## src/rtl/lps_pkg.sv

```systemverilog
// ---------------------------------------------------------------------------
// lps_pkg
// shared types and constants of the led pattern sequencer
// ---------------------------------------------------------------------------
`default_nettype none

package lps_pkg;

  localparam int NumLedsDefault   = 4;
  localparam int PatternLenDefault = 8;
  localparam int CfgIndexW        = 2;
  localparam int CfgDataW         = 64;
  localparam int PolarityW        = 4;
  localparam int PinsW            = 4;

  // command codes
  typedef enum logic [2:0] {
    CMD_TICK      = 3'd0,
    CMD_SET_LEVEL = 3'd1,
    CMD_SET_STAT  = 3'd2,
    CMD_RESTART   = 3'd3,
    CMD_STOP      = 3'd4,
    CMD_BLINK     = 3'd5,
    CMD_SET_DELAY = 3'd6
  } cmd_t;

  // configuration register indexes
  localparam logic [CfgIndexW-1:0] CFG_PAT_CONN    = 2'd0;
  localparam logic [CfgIndexW-1:0] CFG_PAT_NOCONN  = 2'd1;
  localparam logic [CfgIndexW-1:0] CFG_PAT_LOST    = 2'd2;
  localparam logic [CfgIndexW-1:0] CFG_POLARITY    = 2'd3;

  localparam logic [PolarityW-1:0] POLARITY_RESET = 4'hF;

  // status / pattern choice codes
  localparam logic [1:0] STAT_CONN   = 2'd0;
  localparam logic [1:0] STAT_NOCONN = 2'd1;
  localparam logic [1:0] STAT_LOST   = 2'd2;

  typedef struct packed {
    logic [2:0] command;
    logic [1:0] led_index;
    logic [7:0] argument;
  } in_beat_t;

  typedef struct packed {
    logic [PinsW-1:0] pin_levels;
    logic [PinsW-1:0] playing_mask;
  } out_beat_t;

  // per-led entry kept in the state memory
  typedef struct packed {
    logic       blink_pending;
    logic [2:0] step_index;
    logic [7:0] tick_count;
    logic [7:0] start_delay;
    logic [1:0] conn_status;
    logic [1:0] pattern_choice;
  } led_entry_t;

  // per-led flags kept in flops (they feed every result beat)
  typedef struct packed {
    logic lit;
    logic playing;
  } led_flags_t;

  // command context handed to the update unit
  typedef struct packed {
    logic [2:0] command;
    logic [7:0] argument;
  } led_cmd_t;

  typedef enum logic [1:0] {
    S_IDLE,
    S_READ,
    S_WRITE,
    S_DONE
  } seq_state_t;

endpackage

`default_nettype wire

```

## src/rtl/lps_led_update.sv

```systemverilog
// ---------------------------------------------------------------------------
// lps_led_update
// next entry and flags of one led for one command or tick
// ---------------------------------------------------------------------------
`default_nettype none

module lps_led_update #(
  parameter int PATTERN_LEN = lps_pkg::PatternLenDefault
) (
  input  lps_pkg::led_cmd_t   cmd,
  input  lps_pkg::led_entry_t entry,
  input  lps_pkg::led_flags_t flags,
  input  logic [63:0]         pat_conn,
  input  logic [63:0]         pat_noconn,
  input  logic [63:0]         pat_lost,
  output lps_pkg::led_entry_t entry_next,
  output lps_pkg::led_flags_t flags_next
);

  localparam logic [3:0] LenLimit = 4'(PATTERN_LEN);

  logic [63:0] pat;
  logic [7:0]  cur_dur;
  logic [7:0]  nxt_dur;
  logic [3:0]  nxt;

  always_comb begin
    case (entry.pattern_choice)
      lps_pkg::STAT_NOCONN: pat = pat_noconn;
      lps_pkg::STAT_LOST:   pat = pat_lost;
      default:              pat = pat_conn;
    endcase
  end

  assign nxt     = {1'b0, entry.step_index} + 4'd1;
  assign cur_dur = pat[{entry.step_index, 3'b000} +: 8];
  assign nxt_dur = pat[{nxt[2:0], 3'b000} +: 8];

  always_comb begin
    entry_next = entry;
    flags_next = flags;
    unique case (cmd.command)
      lps_pkg::CMD_TICK: begin
        if (flags.playing) begin
          if (entry.start_delay != 8'd0) begin
            entry_next.start_delay = entry.start_delay - 8'd1;
          end else if (entry.tick_count >= cur_dur) begin
            entry_next.tick_count = 8'd0;
            if (nxt >= LenLimit || nxt_dur == 8'd0) begin
              // wrap: back to entry 0, lit
              flags_next.lit         = 1'b1;
              entry_next.step_index  = 3'd0;
            end else begin
              flags_next.lit         = ~flags.lit;
              entry_next.step_index  = nxt[2:0];
            end
          end else begin
            entry_next.tick_count = entry.tick_count + 8'd1;
          end
        end else if (entry.blink_pending) begin
          flags_next.lit           = 1'b1;
          entry_next.blink_pending = 1'b0;
        end else begin
          flags_next.lit = 1'b0;
        end
      end
      lps_pkg::CMD_SET_LEVEL: begin
        flags_next.playing = 1'b0;
        flags_next.lit     = cmd.argument[0];
      end
      lps_pkg::CMD_SET_STAT: begin
        if (cmd.argument <= 8'd2 &&
            !(entry.conn_status == cmd.argument[1:0] && flags.playing)) begin
          entry_next.conn_status    = cmd.argument[1:0];
          entry_next.pattern_choice = cmd.argument[1:0];
          entry_next.step_index     = 3'd0;
          entry_next.tick_count     = 8'd0;
          flags_next.playing        = 1'b1;
          flags_next.lit            = 1'b1;
        end
      end
      lps_pkg::CMD_RESTART: begin
        entry_next.step_index = 3'd0;
        entry_next.tick_count = 8'd0;
        flags_next.playing    = 1'b1;
        flags_next.lit        = 1'b1;
      end
      lps_pkg::CMD_STOP: begin
        flags_next.playing = 1'b0;
        flags_next.lit     = 1'b0;
      end
      lps_pkg::CMD_BLINK: begin
        flags_next.playing       = 1'b0;
        entry_next.blink_pending = 1'b1;
      end
      lps_pkg::CMD_SET_DELAY: begin
        entry_next.start_delay = cmd.argument;
      end
      default: begin
      end
    endcase
  end

endmodule

`default_nettype wire

```

## src/rtl/led_pattern_sequencer.sv

```systemverilog
// ---------------------------------------------------------------------------
// led_pattern_sequencer
// per-led blink pattern player with a read-modify-write state memory
// ---------------------------------------------------------------------------
//
//  channel | signals                              | direction
//  --------+--------------------------------------+----------
//  in      | in_valid, in_stall, in_data          | command beats in
//  out     | out_valid, out_stall, out_data       | one result beat per command
//  cfg     | cfg_valid, cfg_ready, cfg_index/data | register writes
//
//  a command passes through accept, memory read, update and write back,
//  and result load; a non-tick command to a missing led skips the memory.
//  a tick reads then writes each led entry through the single memory port.
//  rst is synchronous; it clears the entry valid bits, so every led reads
//  as all-zero state until first written, and no clearing pass is needed.
//  a stalled result holds in the output register; the sequencer waits in
//  its final state until that register is free.
//
`default_nettype none

module led_pattern_sequencer #(
  parameter int NUM_LEDS    = lps_pkg::NumLedsDefault,
  parameter int PATTERN_LEN = lps_pkg::PatternLenDefault
) (
  input  logic                            clk,
  input  logic                            rst,
  input  logic                            in_valid,
  output logic                            in_stall,
  input  lps_pkg::in_beat_t               in_data,
  output logic                            out_valid,
  input  logic                            out_stall,
  output lps_pkg::out_beat_t              out_data,
  input  logic                            cfg_valid,
  output logic                            cfg_ready,
  input  logic [lps_pkg::CfgIndexW-1:0]   cfg_index,
  input  logic [lps_pkg::CfgDataW-1:0]    cfg_data
);

  localparam int LedW = (NUM_LEDS > 1) ? $clog2(NUM_LEDS) : 1;
  localparam logic [LedW-1:0] LastLed = LedW'(NUM_LEDS - 1);

  // configuration registers
  logic [63:0] pat_conn;
  logic [63:0] pat_noconn;
  logic [63:0] pat_lost;
  logic [lps_pkg::PolarityW-1:0] polarity;

  // latched command
  logic [2:0] cmd;
  logic [7:0] arg;
  logic       is_tick;
  logic [LedW-1:0] cur;

  // per-led flags in flops, rest of the state in memory
  logic [NUM_LEDS-1:0] lit;
  logic [NUM_LEDS-1:0] playing;
  logic [NUM_LEDS-1:0] entry_valid;
  lps_pkg::led_entry_t mem [NUM_LEDS];
  lps_pkg::led_entry_t rd_data;
  logic                rd_valid;

  lps_pkg::seq_state_t state, state_next;

  logic                accept;
  logic                led_in_range;
  logic                rd_en;
  logic                wr_en;
  logic                load_out;
  logic                last_led;
  lps_pkg::led_entry_t entry_cur;
  lps_pkg::led_entry_t entry_new;
  lps_pkg::led_flags_t flags_cur;
  lps_pkg::led_flags_t flags_new;
  lps_pkg::led_cmd_t   upd_cmd;
  logic [15:0]         lit_wide;
  logic [15:0]         play_wide;
  lps_pkg::out_beat_t  result;

  assign cfg_ready = 1'b1;
  assign in_stall  = (state != lps_pkg::S_IDLE);
  assign accept    = in_valid && !in_stall;
  assign led_in_range = (32'(in_data.led_index) < NUM_LEDS);
  assign last_led  = (cur == LastLed);

  // config writes
  always_ff @(posedge clk) begin
    if (rst) begin
      pat_conn   <= '0;
      pat_noconn <= '0;
      pat_lost   <= '0;
      polarity   <= lps_pkg::POLARITY_RESET;
    end else if (cfg_valid && cfg_ready) begin
      unique case (cfg_index)
        lps_pkg::CFG_PAT_CONN:   pat_conn   <= cfg_data;
        lps_pkg::CFG_PAT_NOCONN: pat_noconn <= cfg_data;
        lps_pkg::CFG_PAT_LOST:   pat_lost   <= cfg_data;
        lps_pkg::CFG_POLARITY:   polarity   <= cfg_data[lps_pkg::PolarityW-1:0];
        default: begin
        end
      endcase
    end
  end

  // next state
  always_comb begin
    state_next = state;
    unique case (state)
      lps_pkg::S_IDLE: begin
        if (accept) begin
          // non-tick commands to a missing led change nothing
          if (in_data.command == lps_pkg::CMD_TICK || led_in_range) begin
            state_next = lps_pkg::S_READ;
          end else begin
            state_next = lps_pkg::S_DONE;
          end
        end
      end
      lps_pkg::S_READ: state_next = lps_pkg::S_WRITE;
      lps_pkg::S_WRITE: begin
        if (is_tick && !last_led) begin
          state_next = lps_pkg::S_READ;
        end else begin
          state_next = lps_pkg::S_DONE;
        end
      end
      lps_pkg::S_DONE: begin
        if (!out_valid || !out_stall) begin
          state_next = lps_pkg::S_IDLE;
        end
      end
      default: state_next = lps_pkg::S_IDLE;
    endcase
  end

  // state outputs
  always_comb begin
    rd_en    = 1'b0;
    wr_en    = 1'b0;
    load_out = 1'b0;
    unique case (state)
      lps_pkg::S_READ:  rd_en    = 1'b1;
      lps_pkg::S_WRITE: wr_en    = 1'b1;
      lps_pkg::S_DONE:  load_out = !out_valid || !out_stall;
      default: begin
      end
    endcase
  end

  always_ff @(posedge clk) begin
    if (rst) begin
      state <= lps_pkg::S_IDLE;
    end else begin
      state <= state_next;
    end
  end

  // command latch and led walk pointer
  always_ff @(posedge clk) begin
    if (accept) begin
      cmd     <= in_data.command;
      arg     <= in_data.argument;
      is_tick <= (in_data.command == lps_pkg::CMD_TICK);
      cur     <= (in_data.command == lps_pkg::CMD_TICK) ? '0 : LedW'(in_data.led_index);
    end else if (wr_en && is_tick && !last_led) begin
      cur <= cur + LedW'(1);
    end
  end

  // state memory, registered read
  always_ff @(posedge clk) begin
    if (rd_en) begin
      rd_data <= mem[cur];
    end
    if (wr_en) begin
      mem[cur] <= entry_new;
    end
  end

  // valid bits: unwritten entries read as zero state
  always_ff @(posedge clk) begin
    if (rst) begin
      entry_valid <= '0;
      rd_valid    <= 1'b0;
    end else begin
      if (rd_en) begin
        rd_valid <= entry_valid[cur];
      end
      if (wr_en) begin
        entry_valid[cur] <= 1'b1;
      end
    end
  end

  assign entry_cur = rd_valid ? rd_data : '0;
  assign flags_cur = '{lit: lit[cur], playing: playing[cur]};
  assign upd_cmd   = '{command: cmd, argument: arg};

  lps_led_update #(
    .PATTERN_LEN (PATTERN_LEN)
  ) u_update (
    .cmd        (upd_cmd),
    .entry      (entry_cur),
    .flags      (flags_cur),
    .pat_conn   (pat_conn),
    .pat_noconn (pat_noconn),
    .pat_lost   (pat_lost),
    .entry_next (entry_new),
    .flags_next (flags_new)
  );

  always_ff @(posedge clk) begin
    if (rst) begin
      lit     <= '0;
      playing <= '0;
    end else if (wr_en) begin
      lit[cur]     <= flags_new.lit;
      playing[cur] <= flags_new.playing;
    end
  end

  // result: pin level is lit passed through polarity, missing leds read 0
  assign lit_wide  = 16'(lit);
  assign play_wide = 16'(playing);

  always_comb begin
    result = '0;
    for (int i = 0; i < lps_pkg::PinsW; i++) begin
      if (i < NUM_LEDS) begin
        result.pin_levels[i]   = ~(lit_wide[i] ^ polarity[i]);
        result.playing_mask[i] = play_wide[i];
      end
    end
  end

  // output register
  always_ff @(posedge clk) begin
    if (rst) begin
      out_valid <= 1'b0;
    end else if (load_out) begin
      out_valid <= 1'b1;
    end else if (!out_stall) begin
      out_valid <= 1'b0;
    end
  end

  always_ff @(posedge clk) begin
    if (load_out) begin
      out_data <= result;
    end
  end

endmodule

`default_nettype wire
```

## config.mk

```make
export PLATFORM = sky130hd
export DESIGN_NAME = led_pattern_sequencer
export DESIGN_NICKNAME = d
export VERILOG_FILES = /design/src/rtl/lps_pkg.sv /design/src/rtl/lps_led_update.sv /design/src/rtl/led_pattern_sequencer.sv
export SDC_FILE = /design/constraint.sdc
export NUM_CORES = 1
export LEC_CHECK = 0
export BUFFER_PORTS_ARGS = -buffer_cell sky130_fd_sc_hd__buf_4
export CAP_MARGIN = 10
export CORE_MARGIN = 4
export CORE_UTILIZATION = 24
export CTS_CLUSTER_DIAMETER = 100
export CTS_CLUSTER_SIZE = 24
export DETAILED_ROUTE_END_ITERATION = 6
export SLEW_MARGIN = 40
export SYNTH_ARGS = -nofsm -noshare
export SYNTH_HDL_FRONTEND = slang
export SYNTH_HIERARCHICAL = 1
export SYNTH_SLANG_ARGS = --single-unit
```

## constraint.sdc

```tcl
create_clock -name clk -period 5 [get_ports clk]
set_input_delay 0.5 -clock clk [delete_from_list [all_inputs] [get_ports clk]]
set_output_delay 0.5 -clock clk [all_outputs]
set_load 0.01 [all_outputs]
```

==> metrics.txt, run 1 <==
RSZ-0062 raised after global routing no; Period Utilization, post-route 0.9313; slew margin rel. 0.4228; routed vias/inst 4.935; Worst Skew 22.38 ps; fin cells 2,506; Post-synth EDFFs 142; total congestion overflow 0; Final Cell Area 17,790 um^2; distinct cell type count after synthesis 63; Hold WC Path Type in2reg; Syn Nets 1,713; H-tree lvl count 1; Placement Cell Area about 17,000 um^2; pre-CTS WS 440.3 ps; Worst Max-Slew Pin Slew roughly 870 ps; critical-path maximum fanout 36; Synth area leaders edfxtp_1 27%, dfxtp_1 27%, nand2_1 11%; drt pass-1 iters 6; post-CTS setup buffer count 0; sw frac 0.2414; max-slew violations 0; CP startpoint kind flop; Yosys reg bits 354; port bufs 93; Internal 4011 uW; Max Clock Freq between 200 and 250 MHz; post-route ant nets 0; DRT iter0 DRCs 1,321; post-synth top area share 0.2709; outcome finished, final reports clean; cell taking the most area after synthesis edfxtp_1; DRC viols 0; routed len/inst approximately 18 um; WP data arrival 5110 ps; Starting Density 0.2433; io pins 95; num rows 93; CP Data Required Time 5450 ps; Final setup viols 0; dpl cells 2,477; maximum number of pins on one net before global-route repair 87; hold_buf cts 0; max_cap viols 0; Final min period 4656 ps; final worst slack ~340 ps; leakage roughly 0.0058 uW; later-pin clock latency in the skew report 540 ps; Synth warnings 6; sequential area share after synthesis 0.5405; die area 69,750 um^2; vias in the first global route 12,043; first-pass GRT wire length 70,540 um; Vert. Die Dim about 260 um; GRT Overall Usage 0.1244; Psw 1276 uW; clk root buf clkbuf_16; crit path capture type flop; Clock transition at path regs 90 ps; overall die width 264.1 um; setup tns final 0 ps; Max Root-Sink Buffers 3; P&R area growth vs syn 13.00%; final-report hold violation count 0; combinational share of power 0.097; Synth async-reset ratio 0; worst vdd ir 0.1704 mV; CTS tree done; HPWL after DPL 30,010 um; Total Nets Final about 1,700; Synth Instances 1,611; sequential cell fraction of total power 0.596; Syn Area/Cell 9.771 um^2; antenna violations before repair 3; ratio of cells with drive above 1 in the final layout 0.1352; CP Class reg2reg; CTS resizes 0; Num Clock Sinks ~350; PD cells 297.2 nW/um^2; WL final 45,440 um; core area about 65,000 um^2; DR vias 12,366; Post-Syn Area between 15,000 and 20,000 um^2; top_reg_cell synth dfxtp_1; TritonCTS Buffers 18; clock power share 0.307; GP Congestion 0.8610
synth_stat cells, types with 6 or more instances:
library cell,count
nor3_1,8
mux2_2,9
inv_1,27
buf_1,6
a211o_1,6
ha_1,18
nand3b_1,8
nand4_1,9
nand2_1,444
edfxtp_1,142
nor4_1,8
buf_4,11
a21oi_1,231
nand3_1,13
buf_2,43
nand2b_1,10
a221o_1,37
nor2b_1,6
dfxtp_1,212
nor2_1,36
o21ai_0,80
mux4_2,41
and2_1,27
clkbuf_1,53
a22o_1,6
a22oi_1,30
buf_6,8
o21a_1,11
layer usage:
layer | GRT usage | share of wire
met4 | 0.02256 | 0.015
met3 | 0.02822 | 0.069
met5 | 0 | 0.00059
met1 | 0.1698 | 0.45
met2 | 0.2045 | 0.47
layout make-up:
type	count	area, um^2
Fill cell	6862	46910
Antenna cell	1	2.502
Inverter	28	105.1
Clock buffer	27	505.5
Tap cell	855	1070
Sequential cell	354	8508
Clock inverter	1	7.507
Multi-Input combinational cell	1108	6558
Timing Repair Buffer	132	1031
power by group through the flow:
stage          clock, uW  combinational, uW  sequential (uW)
4_1_cts             1680                511             3150
2_1_floorplan          0                325             3190
3_3_place_gp           0                492             3220
6_report            1620                510             3150
3_5_place_dp           0                508             3220
5_1_grt             1780                561             3160
stage by stage:
stage	power, uW	hold slack (ps)	utilization
floorplan	3520	422.3	-
global placement	3709	434.2	0.2663
detailed placement	3725	438.9	0.2668
CTS	5339	129.5	0.2748
global route	5501	123.9	0.2749
finish	5287	153.2	0.2749
registers in the layout (all words and copies together) (netlist names):
name and cells:
pat_noconn 64, lit 4, pat_conn 64, entry_valid 4, state 2, cur 2
pat_lost 64, mem 96, polarity 4, rd_valid 1, cmd 3, rd_data 24
out_valid 1, playing 4, is_tick 1, out_data 8, arg 8
final timing paths:
check	start	to	slack, ps	depth (start not counted)
max reg2reg	rd_valid	lit[3]	340	19
min reg2reg	entry_valid[0]	entry_valid[0]	450	2
max	rd_valid	lit[3]	340	19
min	in_data[1]	arg[1]	150	1
placed cells by master, fill, tap and decap left out, drive strengths merged, types with 3 or more instances in the layout:
| cell | count |
|---|---|
| inv | 28 |
| o21ai | 81 |
| a31oi | 3 |
| xnor2 | 5 |
| and3b | 3 |
| nand4 | 9 |
| a2bb2oi | 3 |
| a22o | 6 |
| buf | 132 |
| nor2b | 6 |
| mux4 | 41 |
| and2 | 27 |
| nand3b | 8 |
| a21oi | 232 |
| nor2 | 36 |
| a21o | 4 |
| and4 | 5 |
| and4b | 4 |
| nor4 | 8 |
| dfxtp | 212 |
| edfxtp | 142 |
| nor3 | 8 |
| nand3 | 13 |
| a22oi | 30 |
| clkbuf | 27 |
| nand2 | 444 |
| and3 | 3 |
| nand2b | 10 |
| mux2 | 9 |
| o211ai | 5 |
| a211o | 6 |
| a221o | 37 |
| o31ai | 5 |
| ha | 18 |
| o21a | 11 |
kinds of logic after synthesis:
family | Yosys count | synth area share
other | 1 | 0.0002382
flip-flops | 354 | 0.5405
AND/OR/NAND/NOR | 595 | 0.1637
XOR/XNOR | 6 | 0.003338
buffers and inverters | 149 | 0.04539
adder cells (fa/ha/maj) | 18 | 0.01431
multiplexers | 50 | 0.06510
AO/OA/AOI/OAI | 438 | 0.1675
critical path: stages (launching register included):
cell,delay [ps]
dfxtp_1,350
and2_1,190
inv_1,90
ha_4,560
buf_4,270
a221o_1,120
o21ai_0,110
mux4_2,480
mux2_2,300
ha_1,320
and3_1,180
a2111oi_0,460
buf_4,200
a21oi_2,110
nand4_1,120
a21oi_1,60
o31ai_1,250
buf_4,170
nand3_1,70
a21oi_1,160
Note: power is estimated with default switching activity, not from simulation.
==> run 2, diff against run 1 <==
==> constraint.sdc (replaced) <==
create_clock -name clk -period 5 [get_ports clk]
set_input_delay 1.25 -clock clk [delete_from_list [all_inputs] [get_ports clk]]
set_output_delay 1.25 -clock clk [all_outputs]
set_load 0.01 [all_outputs]
==> run 2 against run 1 <==
Cell count barely moved. First-iteration DRC count fell by 3.3%. Maximum frequency fell by 0.83%. Sequential power barely moved. Critical path depth did not move. Hold slack improved by 300 ps. Critical path type unchanged. Largest power group unchanged.
==> metrics.txt, run 2 (synthesis results as in run 1) <==
CTS resizes 0 (unchanged); DRT iter0 DRCs 1,277 (-3.3%); Period Utilization, post-route 0.9391 (+0.007837); TritonCTS Buffers 18 (unchanged); overall die width 264.1 um (unchanged); H-tree lvl count 1 (unchanged); RSZ-0062 raised after global routing no; critical-path maximum fanout 48 (+33%); CP startpoint kind flop; post-layout util 0.2755 (+0.0005610); later-pin clock latency in the skew report 540 ps (about the same); Final setup viols 0 (unchanged); antenna violations before repair 3 (unchanged); DRC viols 0 (unchanged); core area 64,700 um^2 (unchanged); routed len/inst 18.07 um (-0.35%); leakage 0.005806 uW (+0.36%); WP data arrival 5150 ps (+40 ps); CP Class reg2reg; DR vias 12,392 (+0.21%); CP Data Required Time 5460 ps (about the same); Clock transition at path regs 100 ps (about the same); commonest non-fill, non-tap cells in the layout 444 x nand2_1, 230 x a21oi_1, 212 x dfxtp_1, 142 x edfxtp_1, 127 x buf_4; WL final 45,260 um (-0.39%); slew margin rel. 0.4276 (+0.004773); GP Congestion 0.8697 (+1.0%); die area 69,750 um^2 (unchanged); routed vias/inst 4.947 (+0.25%); HPWL after DPL 30,030 um (about the same); Antenna Cells 0 (-1); Hold WC Path Type reg2reg; Final min period 4696 ps (+39.18 ps); Worst Max-Slew Pin Slew 858.7 ps (-7.160 ps); max-slew violations 0 (unchanged); first-pass GRT wire length 69,680 um (-1.2%); dpl cells 2,476 (-0.040%); CTS tree done; Num Clock Sinks 354 (unchanged); post-route ant nets 0 (unchanged); drt pass-1 iters 6 (unchanged); max_cap viols 0 (unchanged); io pins 95 (unchanged); commonest non-fill, non-tap cell in the layout nand2_1; Largest register FFs 96 (unchanged); final-report hold violation count 0 (unchanged); ratio of cells with drive above 1 in the final layout 0.1333 (-0.001818); Starting Density 0.2433 (unchanged); P&R area growth vs syn 13.23%; total congestion overflow 0 (unchanged); hold_buf cts 0 (unchanged); Worst Skew 28.34 ps (+5.967 ps); PD cells 296.5 nW/um^2 (-0.25%); worst vdd ir 0.1710 mV (+0.35%); post-CTS setup buffer count 0 (unchanged); maximum number of pins on one net before global-route repair 150 (+72%); GRT Overall Usage 0.1233 (-0.001106); Vert. Die Dim 264.1 um (unchanged); crit path capture type flop; Max Root-Sink Buffers 3 (unchanged); clk root buf clkbuf_16; setup tns final 0 ps (unchanged); fin cells 2,505 (-0.040%); num rows 93 (unchanged); port bufs 93 (unchanged); Top reg by flops mem; vias in the first global route 11,639 (-3.4%); Max Clock Freq 213.0 MHz (-0.83%); Total Nets Final 1,744 (unchanged); outcome finished, final reports clean
-- run 2: path summary, 6_finish.rpt --
check / from / end / slack, ps / cells past startpoint
hold reg to reg: entry_valid[2] / entry_valid[2] / 450 / 2
setup / recovery: rd_data[0] / lit[1] / 300 / 19
hold / removal: entry_valid[2] / entry_valid[2] / 450 / 2
setup reg to reg: rd_data[0] / lit[1] / 300 / 19
-- run 2: critical path, stage by stage, from the launching register on --
cell       delay, ps
edfxtp_1         390
and2_1           210
inv_1            100
ha_4             560
a22oi_1          200
nor2_1           160
a21oi_1           80
mux4_2           490
mux2_2           280
ha_1             290
and3_1           210
a2111oi_0        470
buf_4            200
a21oi_2          110
nand4_1          120
a21oi_1           60
o31ai_1          260
buf_4            170
nand3_1           70
a21oi_1          170
-- run 2: per-layer routing --
| metal | global-route usage | vias up | part of all wire |
|---|---|---|---|
| li1 | - | 5770 | - |
| met3 | 0.03092 | 54 | 0.083 |
| met1 | 0.1710 | 6091 | 0.44 |
| met4 | 0.02099 | 6 | 0.017 |
| met5 | 0 | - | 0.00053 |
| met2 | 0.1978 | 471 | 0.46 |
-- run 2: stage by stage --
| stage | hold WS, ps | power [uW] | cell area [um^2] | setup slack (ps) |
|---|---|---|---|---|
| after detailed placement | 443.9 | 3724 | 17270 | 380.7 |
| final | 451.9 | 5284 | 17820 | 304.5 |
| after global placement | 434.0 | 3709 | 17240 | 411.9 |
| after global routing | 478.1 | 5520 | 17820 | 64.82 |
| after CTS | 455.9 | 5333 | 17790 | 322.3 |
| after floorplan | 422.3 | 3520 | 15740 | 131.4 |
-- run 2: area by class of cell --
class                      count  area [um^2]
tap                          855         1070
clock inverter                 1        8.758
inverter                      28        105.1
multi-input combinational   1108         6563
fill                        6841        46870
timing repair buffer         132         1064
clock buffer                  27        505.5
sequential                   354         8508
-- run 2: report_power, final --
| group | switching (uW) | internal [uW] |
|---|---|---|
| Combinational | 303 | 207 |
| Clock | 910 | 710 |
| Sequential | 55.9 | 3100 |
